[config.mk]
export PLATFORM = sky130hd
export DESIGN_NAME = ira_ctrl
export DESIGN_NICKNAME = d
export VERILOG_FILES = /design/src/iova_range_allocator_defines.svh /design/src/ira_pkg.sv /design/src/ira_ctrl.sv
export SDC_FILE = /design/constraint.sdc
export NUM_CORES = 1
export LEC_CHECK = 0
export BUFFER_PORTS_ARGS = -buffer_cell sky130_fd_sc_hd__buf_4
export CAP_MARGIN = 20
export CORE_AREA = 5 5 42 44
export CTS_CLUSTER_DIAMETER = 40
export DETAILED_ROUTE_END_ITERATION = 12
export DIE_AREA = 0 0 47 49
export PLACE_DENSITY = 0.44
export SETUP_SLACK_MARGIN = 0.05
export SLEW_MARGIN = 20
export SYNTH_ARGS = -nofsm -noshare
export SYNTH_HDL_FRONTEND = slang
export SYNTH_SLANG_ARGS = --single-unit
[constraint.sdc]
create_clock -name clock -period 0.95 [get_ports clock]
set_input_delay 0.19 -clock clock [delete_from_list [all_inputs] [get_ports clock]]
set_output_delay 0.19 -clock clock [all_outputs]
set_load 0.005 [all_outputs]
[src/iova_range_allocator_defines.svh]
// assertion macros shared by the allocator rtl
// depends on a clock named clock and a reset named reset in the including scope
`ifndef IOVA_RANGE_ALLOCATOR_DEFINES_SVH
`define IOVA_RANGE_ALLOCATOR_DEFINES_SVH

// same-cycle implication, checked outside reset
`define IRA_ASSERT_IMP(lbl, ante, cons, msg) \
   lbl: assert property (@(posedge clock) disable iff (reset) (ante) |-> (cons)) \
      else $error(msg);

// next-cycle implication, checked outside reset
`define IRA_ASSERT_NXT(lbl, ante, cons, msg) \
   lbl: assert property (@(posedge clock) disable iff (reset) (ante) |=> (cons)) \
      else $error(msg);

`endif

[src/ira_pkg.sv]
// types, constants and codes of the iova range allocator
// no dependencies
package ira_pkg;

   localparam int DEF_TABLE_DEPTH    = 64;
   localparam int DEF_IOVA_BITS      = 39;
   localparam int DEF_PAGE_SHIFT     = 12;
   localparam int DEF_HOST_ADDR_BITS = 48;

   localparam int FLOOR_BYTES = 32'h10000;
   localparam int HOST_PAGE_W = 36;
   localparam int SIZE_W      = 28;
   localparam int IOVA_W      = 27;
   localparam int RANGE_W     = 28;
   localparam int STATUS_W    = 4;

   typedef enum logic [1:0] {
      MODE_MAP_FIXED = 2'd0,
      MODE_MAP_TEMP  = 2'd1,
      MODE_UNMAP     = 2'd2,
      MODE_RELEASE   = 2'd3
   } mode_type;

   typedef enum logic [STATUS_W-1:0] {
      ST_NEW       = 4'd0,
      ST_HIT       = 4'd1,
      ST_UNMAPPED  = 4'd2,
      ST_RELEASED  = 4'd3,
      ST_NOT_FOUND = 4'd4,
      ST_NO_SPACE  = 4'd5,
      ST_OVERLAP   = 4'd6,
      ST_REFUSED   = 4'd7,
      ST_FULL      = 4'd8
   } status_type;

   typedef enum logic [2:0] {
      OP_NONE,
      OP_INSERT,
      OP_REMOVE,
      OP_TEMP,
      OP_RELEASE
   } op_type;

   typedef enum logic [2:0] {
      S_IDLE,
      S_SCAN_RD,
      S_SCAN_CMP,
      S_DECIDE,
      S_SHIFT_RD,
      S_SHIFT_WR,
      S_WRITE_NEW,
      S_RESPOND
   } state_type;

   typedef struct packed {
      logic load;
      logic scan_rd;
      logic scan_cmp;
      logic decide;
      logic shift_rd;
      logic shift_wr;
      logic write_new;
      logic respond;
   } cmd_type;

   typedef struct packed {
      logic scan_done;
      logic dec_shift;
      logic is_insert;
      logic shift_done;
   } stat_type;

endpackage

[src/ira_ctrl.sv]
// sequencer of the iova range allocator: scan, decide, shift, respond
// depends on ira_pkg
module ira_ctrl (
   input  logic              clock,
   input  logic              reset,
   input  logic              start,
   output logic              busy,
   input  ira_pkg::stat_type stat,
   output ira_pkg::cmd_type  cmd
);
   import ira_pkg::*;

   state_type state_ff, state_in;

   always_ff @(posedge clock) begin
      if (reset) begin
         state_ff <= S_IDLE;
      end else begin
         state_ff <= state_in;
      end
   end

   always_comb begin
      state_in = state_ff;
      cmd      = '0;
      unique case (state_ff)
         S_IDLE: begin
            if (start) begin
               cmd.load = 1'b1;
               state_in = S_SCAN_RD;
            end
         end
         S_SCAN_RD: begin
            if (stat.scan_done) begin
               state_in = S_DECIDE;
            end else begin
               cmd.scan_rd = 1'b1;
               state_in    = S_SCAN_CMP;
            end
         end
         S_SCAN_CMP: begin
            cmd.scan_cmp = 1'b1;
            state_in     = S_SCAN_RD;
         end
         S_DECIDE: begin
            cmd.decide = 1'b1;
            state_in   = stat.dec_shift ? S_SHIFT_RD : S_RESPOND;
         end
         S_SHIFT_RD: begin
            if (stat.shift_done) begin
               state_in = stat.is_insert ? S_WRITE_NEW : S_RESPOND;
            end else begin
               cmd.shift_rd = 1'b1;
               state_in     = S_SHIFT_WR;
            end
         end
         S_SHIFT_WR: begin
            cmd.shift_wr = 1'b1;
            state_in     = S_SHIFT_RD;
         end
         S_WRITE_NEW: begin
            cmd.write_new = 1'b1;
            state_in      = S_RESPOND;
         end
         S_RESPOND: begin
            cmd.respond = 1'b1;
            state_in    = S_IDLE;
         end
         default: state_in = S_IDLE;
      endcase
   end

   assign busy = (state_ff != S_IDLE);

endmodule

Yosys cells after proc, flatten, opt, wreduce, memory -nomap -nowiden

Index checks and enable logic that the tools add are counted.

Bits in registers: 3
Bits in latches: 0
Memory bits (writable): 0
Memory bits (read-only): 0
Input port bits: 7
Output and inout port bits: 9
Logic and storage cells: 28
Memories: 0

Add/subtract/negate cells: 0
Multiply operators: 0
Div/mod/pow operators: 0
$lt $le $gt $ge: 0
Equal/unequal tests: 8
Shift operators: 0
Mux-type cells: 17
Bitwise operators: 0
Reduce and logical (&&, ||, !) cells: 2

Operators with widths:

| kind                                          | number |
|---|---|
| one-hot mux 3 bit (8 select lines)            | 1 |
| two-way mux 1 bit                             | 13 |
| == test 3 bit, second input constant          | 4 |
| == test 3 x 2 -> 1 bit, second input constant | 2 |
| two-way mux 2 bit                             | 2 |
| == test 3 x 1 -> 1 bit, second input constant | 1 |
| logical NOT 3 bit                             | 1 |
| two-way mux 3 bit                             | 1 |
| nonzero test 3 bit                            | 1 |
| != test 2 bit, second input constant          | 1 |

Logic depth before layout (Yosys ltp)

Gate-level depths: netlist (run 1).

Depth in word-level cells: 3
Gate-level depth with buffers: 4
Gate-level depth less buffers: 3

Least setup slack after synthesis (run 1)

Ideal clock, no wire load.

Kind: register to output
Start: register state_ff[0]
End: output cmd[7] (netlist bit)
Arrival: 0.820 ns
Required time: 0.760 ns
Path slack: -0.060 ns
Cell stages (with the launch flop): 3
Path buffers: 0
Cells stage by stage: dfxtp_1 -> or3_4 -> nor2_1

RTL lines:

| what                   | line           | source |
|---|---|---|
| start, declared        | ira_ctrl.sv:13 | `state_type state_ff, state_in;` |
| start signal, assigned | ira_ctrl.sv:19 | `state_ff <= state_in;` |
| end, declared          | ira_ctrl.sv:9  | `output ira_pkg::cmd_type cmd` |

==> metrics.txt, run 1 <==
DR DRC count=0; Ant. Diodes=0; CTS clock-pin slew for the worst setup and hold paths=about 0.040 ns; input/output buffers=15; TritonCTS clock tree=built; end of the worst hold path=state_ff[2]$_SDFFE_PP0P_; f_max=around 760 MHz; DR vias=297; unrepaired setup endpoints after global routing=true; synthesized flop and latch total=3; synthesized instance count=29; drt initial violations=6; final setup margin=-0.374 ns; Worst Reg2Reg Path Length in Cells=4; DR vias/cell=about 4.2; CTS root buffer=clkbuf_4; Hold Crit Depth=2; FF/Latch Area=66.3 µm²; Slew HR=approximately 87%; Yosys top cell by area=dfxtp_1; Worst Path Required=about 0.76 ns; net count after synthesis=36; capturing element type of the critical path=output pin; area occupied by multi-input gates=204 µm²; largest net degree at the start of global routing=12; first-pass GRT wire length=about 1.3 mm; Most flops, register=state_ff; First-pass DRT Iterations=2; hold buffer count at cts=0; register area share after synthesis=25.1%; Mapped Area=approximately 240 µm²; share of layout cells above drive strength 1=roughly 72%; Max rail drop VDD=0.718 mV; final hold slack=0.126 ns; Worst Skew=between 0.0015 and 0.002 ns; fin util=36.8%; final setup violation count=11; CTS buffer count=3; most frequent cells after synthesis=dfxtp_1, nand2_1, nor2_1; H-Tree Depth=1; failing checks=negative setup slack; r2r setup slk=-0.20 ns; fill cell count=~150; number of cells after detailed placement=63; Max Fanout on Critical Path=6; number of synthesized flops with an enable pin=0; arrival time worst endpoint=between 1 and 1.5 ns; final wirelength=a little under 800 µm; Num Clock Sinks=3; min-delay worst type=in -> reg; Worst R2R End=state_ff[0]$_SDFFE_PP0P_; Pwr Total=around 0.63 mW; startpoint types=flop; Finished Layout Cells=70; Yosys Warn Count=0; status=finished with violations; synth top area cells=dfxtp_1, and3b_1, nor4b_1; final count of pins violating max slew=0; layout net count=just over 60; Slew @ Worst Pin=~0.19 ns; clk_lat worst skew=between 0.2 and 0.25 ns; fin crit share=139%; vias in the first global route=311; crit path time final=1.32 ns; Routability Congestion=0.660; hold path start=reset; Cell variety after synth=20; Final ANT Viol Nets=0; Die Area=2300 µm²; DR WL/cell=around 11 µm; IO Count=16; Pleak=between 0.2 and 0.25 nW; core area=~1400 µm²; initial antenna violation count=0; height of the die=between 40 and 50 µm; Final Hold Fails=0; Overflow after GRT=0; most common flop cell mapped by yosys=dfxtp_1; GRT Overall Usage=slightly below 8%; Post-Syn Area per Cell=8.24 µm²; # rows=14; starting density of the core=about 17%; max_cap viols=0; Die W=roughly 47 µm; pwr dens=around 1200 nW/µm²; Async SR Flop Fraction=0%; CP Class=reg -> out; area share of the largest cell type after synthesis=roughly a quarter; largest registers=state_ff: 3 flops; reg-to-reg startpoint=state_ff[1]$_SDFFE_PP0P_; maximum root-to-sink buffer count=2; P&R area growth vs syn=116%; DP Wirelength=around 560 µm; max FFs per register=3
## metrics by stage
stage | area [µm²] | TNS (ns) | setup slack [ns]
3_3_place_gp | 428 | -1.03 | -0.152
4_1_cts | 503 | -3.03 | -0.386
5_1_grt | 515 | -3.38 | -0.417
6_report | 515 | -2.78 | -0.374
3_5_place_dp | 428 | -0.979 | -0.160
2_1_floorplan | 274 | -0.0886 | -0.0451
## kinds of logic (layout without fill, tap and decap cells)
family	Yosys count	after routing	synth area share (%)
compound gates	6	6	20.4
xor+xnor	1	1	3.67
flops	3	3	25.1
buf+inv	4	29	10.5
simple gates	15	15	40.3
## layout by cell type, fill, tap and decap left out
cell type,instances
clkbuf_1,1
buf_6,4
o21bai_1,1
and3b_1,2
nand2_1,3
nor2_1,2
buf_4,20
dfxtp_4,1
inv_1,1
dfxtp_2,2
nand3b_1,1
a21oi_1,1
or2_2,1
o21ai_0,1
or3_4,1
nor2_2,1
xor2_1,1
nor3b_2,1
clkbuf_4,3
o21bai_4,1
nor4b_4,2
and3_4,1
o21ai_1,1
a221oi_2,1
## worst max path at each step
stage               cells after the start                      from  endpoint
floorplan                               2  state_ff[0]$_SDFFE_PP0P_    cmd[7]
global placement                        3  state_ff[1]$_SDFFE_PP0P_    cmd[7]
detailed placement                      3  state_ff[1]$_SDFFE_PP0P_    cmd[7]
CTS                                     3  state_ff[1]$_SDFFE_PP0P_    cmd[7]
global route                            3  state_ff[1]$_SDFFE_PP0P_    cmd[7]
finish                                  3  state_ff[1]$_SDFFE_PP0P_    cmd[7]
## final cells by class
cell class                 count  share of cell area [%]
clock buffer                   4                    5.10
inverter                       1                   0.728
multi-input combinational     22                    39.6
sequential                     3                    12.9
tap                           16                    3.88
timing repair buffer          24                    37.9
## critical path, cell delays in order, from the launching register on
cell and delay [ns]:
dfxtp_2 0.34, or3_4 0.38, nor2_2 0.08, buf_4 0.11
## where the power goes
part,leakage (nW),internal (mW),switching (mW)
clock network,0.0150,0.157,0.0663
logic,0.202,0.154,0.100
registers,0.0261,0.140,0.0137
total,0.243,0.451,0.180
## layer usage
layer | wire length, µm | GRT usage, % | vias up
li1 | - | - | 150
met1 | 305 | 8.33 | 135
met2 | 386 | 11.8 | 12
met3 | 94 | 4.06 | 0
met4 | 0 | 4.15 | 0
met5 | 0 | 0 | -
## repair_timing
item,in CTS,in global routing
hold endpoints to repair,0,0
pin swaps,2,3
gates resized for setup,9,2
setup buffers,2,1
endpoints found under the setup margin,12,12
Power figures use the tool's default switching activity.
==> run 2: changes to the inputs <==
--- a/config.mk
+++ b/config.mk
@@ -8,6 +8,7 @@
 export BUFFER_PORTS_ARGS = -buffer_cell sky130_fd_sc_hd__buf_4
 export CAP_MARGIN = 20
 export CORE_AREA = 5 5 42 44
+export CTS_BUF_LIST = sky130_fd_sc_hd__clkbuf_8
 export CTS_CLUSTER_DIAMETER = 40
 export DETAILED_ROUTE_END_ITERATION = 12
 export DIE_AREA = 0 0 47 49
==> run 2 against run 1 <==
Net effect:
- the flow still finishes with violations (negative setup slack)
- global-route usage down 0.14 points
- clock-buffer cell count down 1
- die area unchanged
- critical path type unchanged
==> metrics.txt, run 2 (synthesis results as in run 1) <==
Placement Cell Area=about 430 µm²; Final Hold Fails=0; most common cell after layout, fill and taps aside=buf_4; largest registers=state_ff: 3 flops; DR vias=~290; final instance area=about 530 µm²; final count of pins violating max slew=0; TritonCTS clock tree=built; DR DRC count=0; Num Clock Sinks=3; Final ANT Viol Nets=0; maximum root-to-sink buffer count=2; Pwr Total=0.755 mW; hold buffer count at cts=0; share of layout cells above drive strength 1=~72%; initial antenna violation count=0; f_max=between 700 and 800 MHz; CTS clock-pin slew for the worst setup and hold paths=0.03 ns; First-pass DRT Iterations=2; min-delay worst type=in -> reg; final setup margin=-0.354 ns; final wirelength=754 µm; status=finished with violations; clk_lat worst skew=0.21 ns; most frequent cells in the layout=buf_4, buf_6, nand2_1, clkbuf_8; starting density of the core=around 17%; DP Wirelength=565 µm; Slew HR=between 80% and 90%; Die W=roughly 47 µm; failing checks=negative setup slack; max FFs per register=3; vias in the first global route=slightly below 300; r2r setup slk=-0.19 ns; CTS buffer count=3; H-Tree Depth=1; max_cap viols=0; Max Fanout on Critical Path=6; drt initial violations=4; Die Area=~2300 µm²; crit path time final=approximately 1.3 ns; fin crit share=137%; Pleak=0.254 nW; Routability Congestion=about 0.66; first-pass GRT wire length=1.24 mm; unrepaired setup endpoints after global routing=true; Max rail drop VDD=0.702 mV; capturing element type of the critical path=output pin; Overflow after GRT=0; layout net count=62; CP Class=reg -> out; pwr dens=roughly 1400 nW/µm²; final setup violation count=10; Worst Skew=between 0.001 and 0.0015 ns; startpoint types=flop; Slew @ Worst Pin=approximately 0.19 ns; GRT Overall Usage=under 10%; Most flops, register=state_ff; largest net degree at the start of global routing=12; IO Count=16; height of the die=about 49 µm; DR vias/cell=between 4 and 5; core area=between 1000 and 1500 µm²; Ant. Diodes=0; Worst Path Required=approximately 0.76 ns; DR WL/cell=~11 µm; CTS root buffer=clkbuf_8; P&R area growth vs syn=120%; arrival time worst endpoint=between 1 and 1.5 ns; input/output buffers=15; # rows=14
[run 2: final timing paths]
kind,from,end,cells past startpoint
hold reg to reg,state_ff[2]$_SDFFE_PP0P_,state_ff[0]$_SDFFE_PP0P_,1
setup reg to reg,state_ff[1]$_SDFFE_PP0P_,state_ff[0]$_SDFFE_PP0P_,4
hold / removal,reset,state_ff[2]$_SDFFE_PP0P_,2
setup / recovery,state_ff[1]$_SDFFE_PP0P_,cmd[7],3
[run 2: critical path: stages, from the launching register on]
cell and delay, ns:
dfxtp_2 0.33, or3_4 0.38, nor2_2 0.08, buf_4 0.11
[run 2: power breakdown]
group          total, mW  switching [mW]  internal (mW)
combinational      0.244          0.0935          0.150
clock              0.358          0.0828          0.275
sequential         0.154          0.0137          0.140
[run 2: routing by layer]
metal	wire (µm)	vias up	global-route usage, %
li1	-	150	-
met1	317	130	8.55
met2	343	10	10.4
met5	0	-	0
met4	9	0	5.53
met3	84	2	4.06
[run 2: final cells by class]
cell class                      instances  area, µm²
Sequential cell                         3       66.3
Timing Repair Buffer                   24        195
Multi-Input combinational cell         22        196
Clock buffer                            3       41.3
Inverter                                1       3.75
Tap cell                               16       20.0
Clock inverter                          1       3.75
Fill cell                             145        875
[run 2: through the flow]
| stage | utilization [%] | hold slack, ns | setup TNS [ns] | setup slack (ns) | cells |
|---|---|---|---|---|---|
| 6_report | 37.6 | 0.141 | -2.60 | -0.354 | 70 |
| 5_1_grt | 37.6 | 0.147 | -3.15 | -0.390 | 70 |
| 3_3_place_gp | 30.5 | 0.375 | -1.03 | -0.152 | 63 |
| 3_5_place_dp | 30.5 | 0.374 | -0.979 | -0.160 | 63 |
| 2_1_floorplan | - | 0.259 | -0.0886 | -0.0451 | 29 |
| 4_1_cts | 36.7 | 0.131 | -2.85 | -0.366 | 69 |
[run 2: timing repair]
item,CTS,global route
gates resized for setup,8,2
endpoints found under the setup margin,12,12
buffers inserted,2,1
pin swaps,2,3
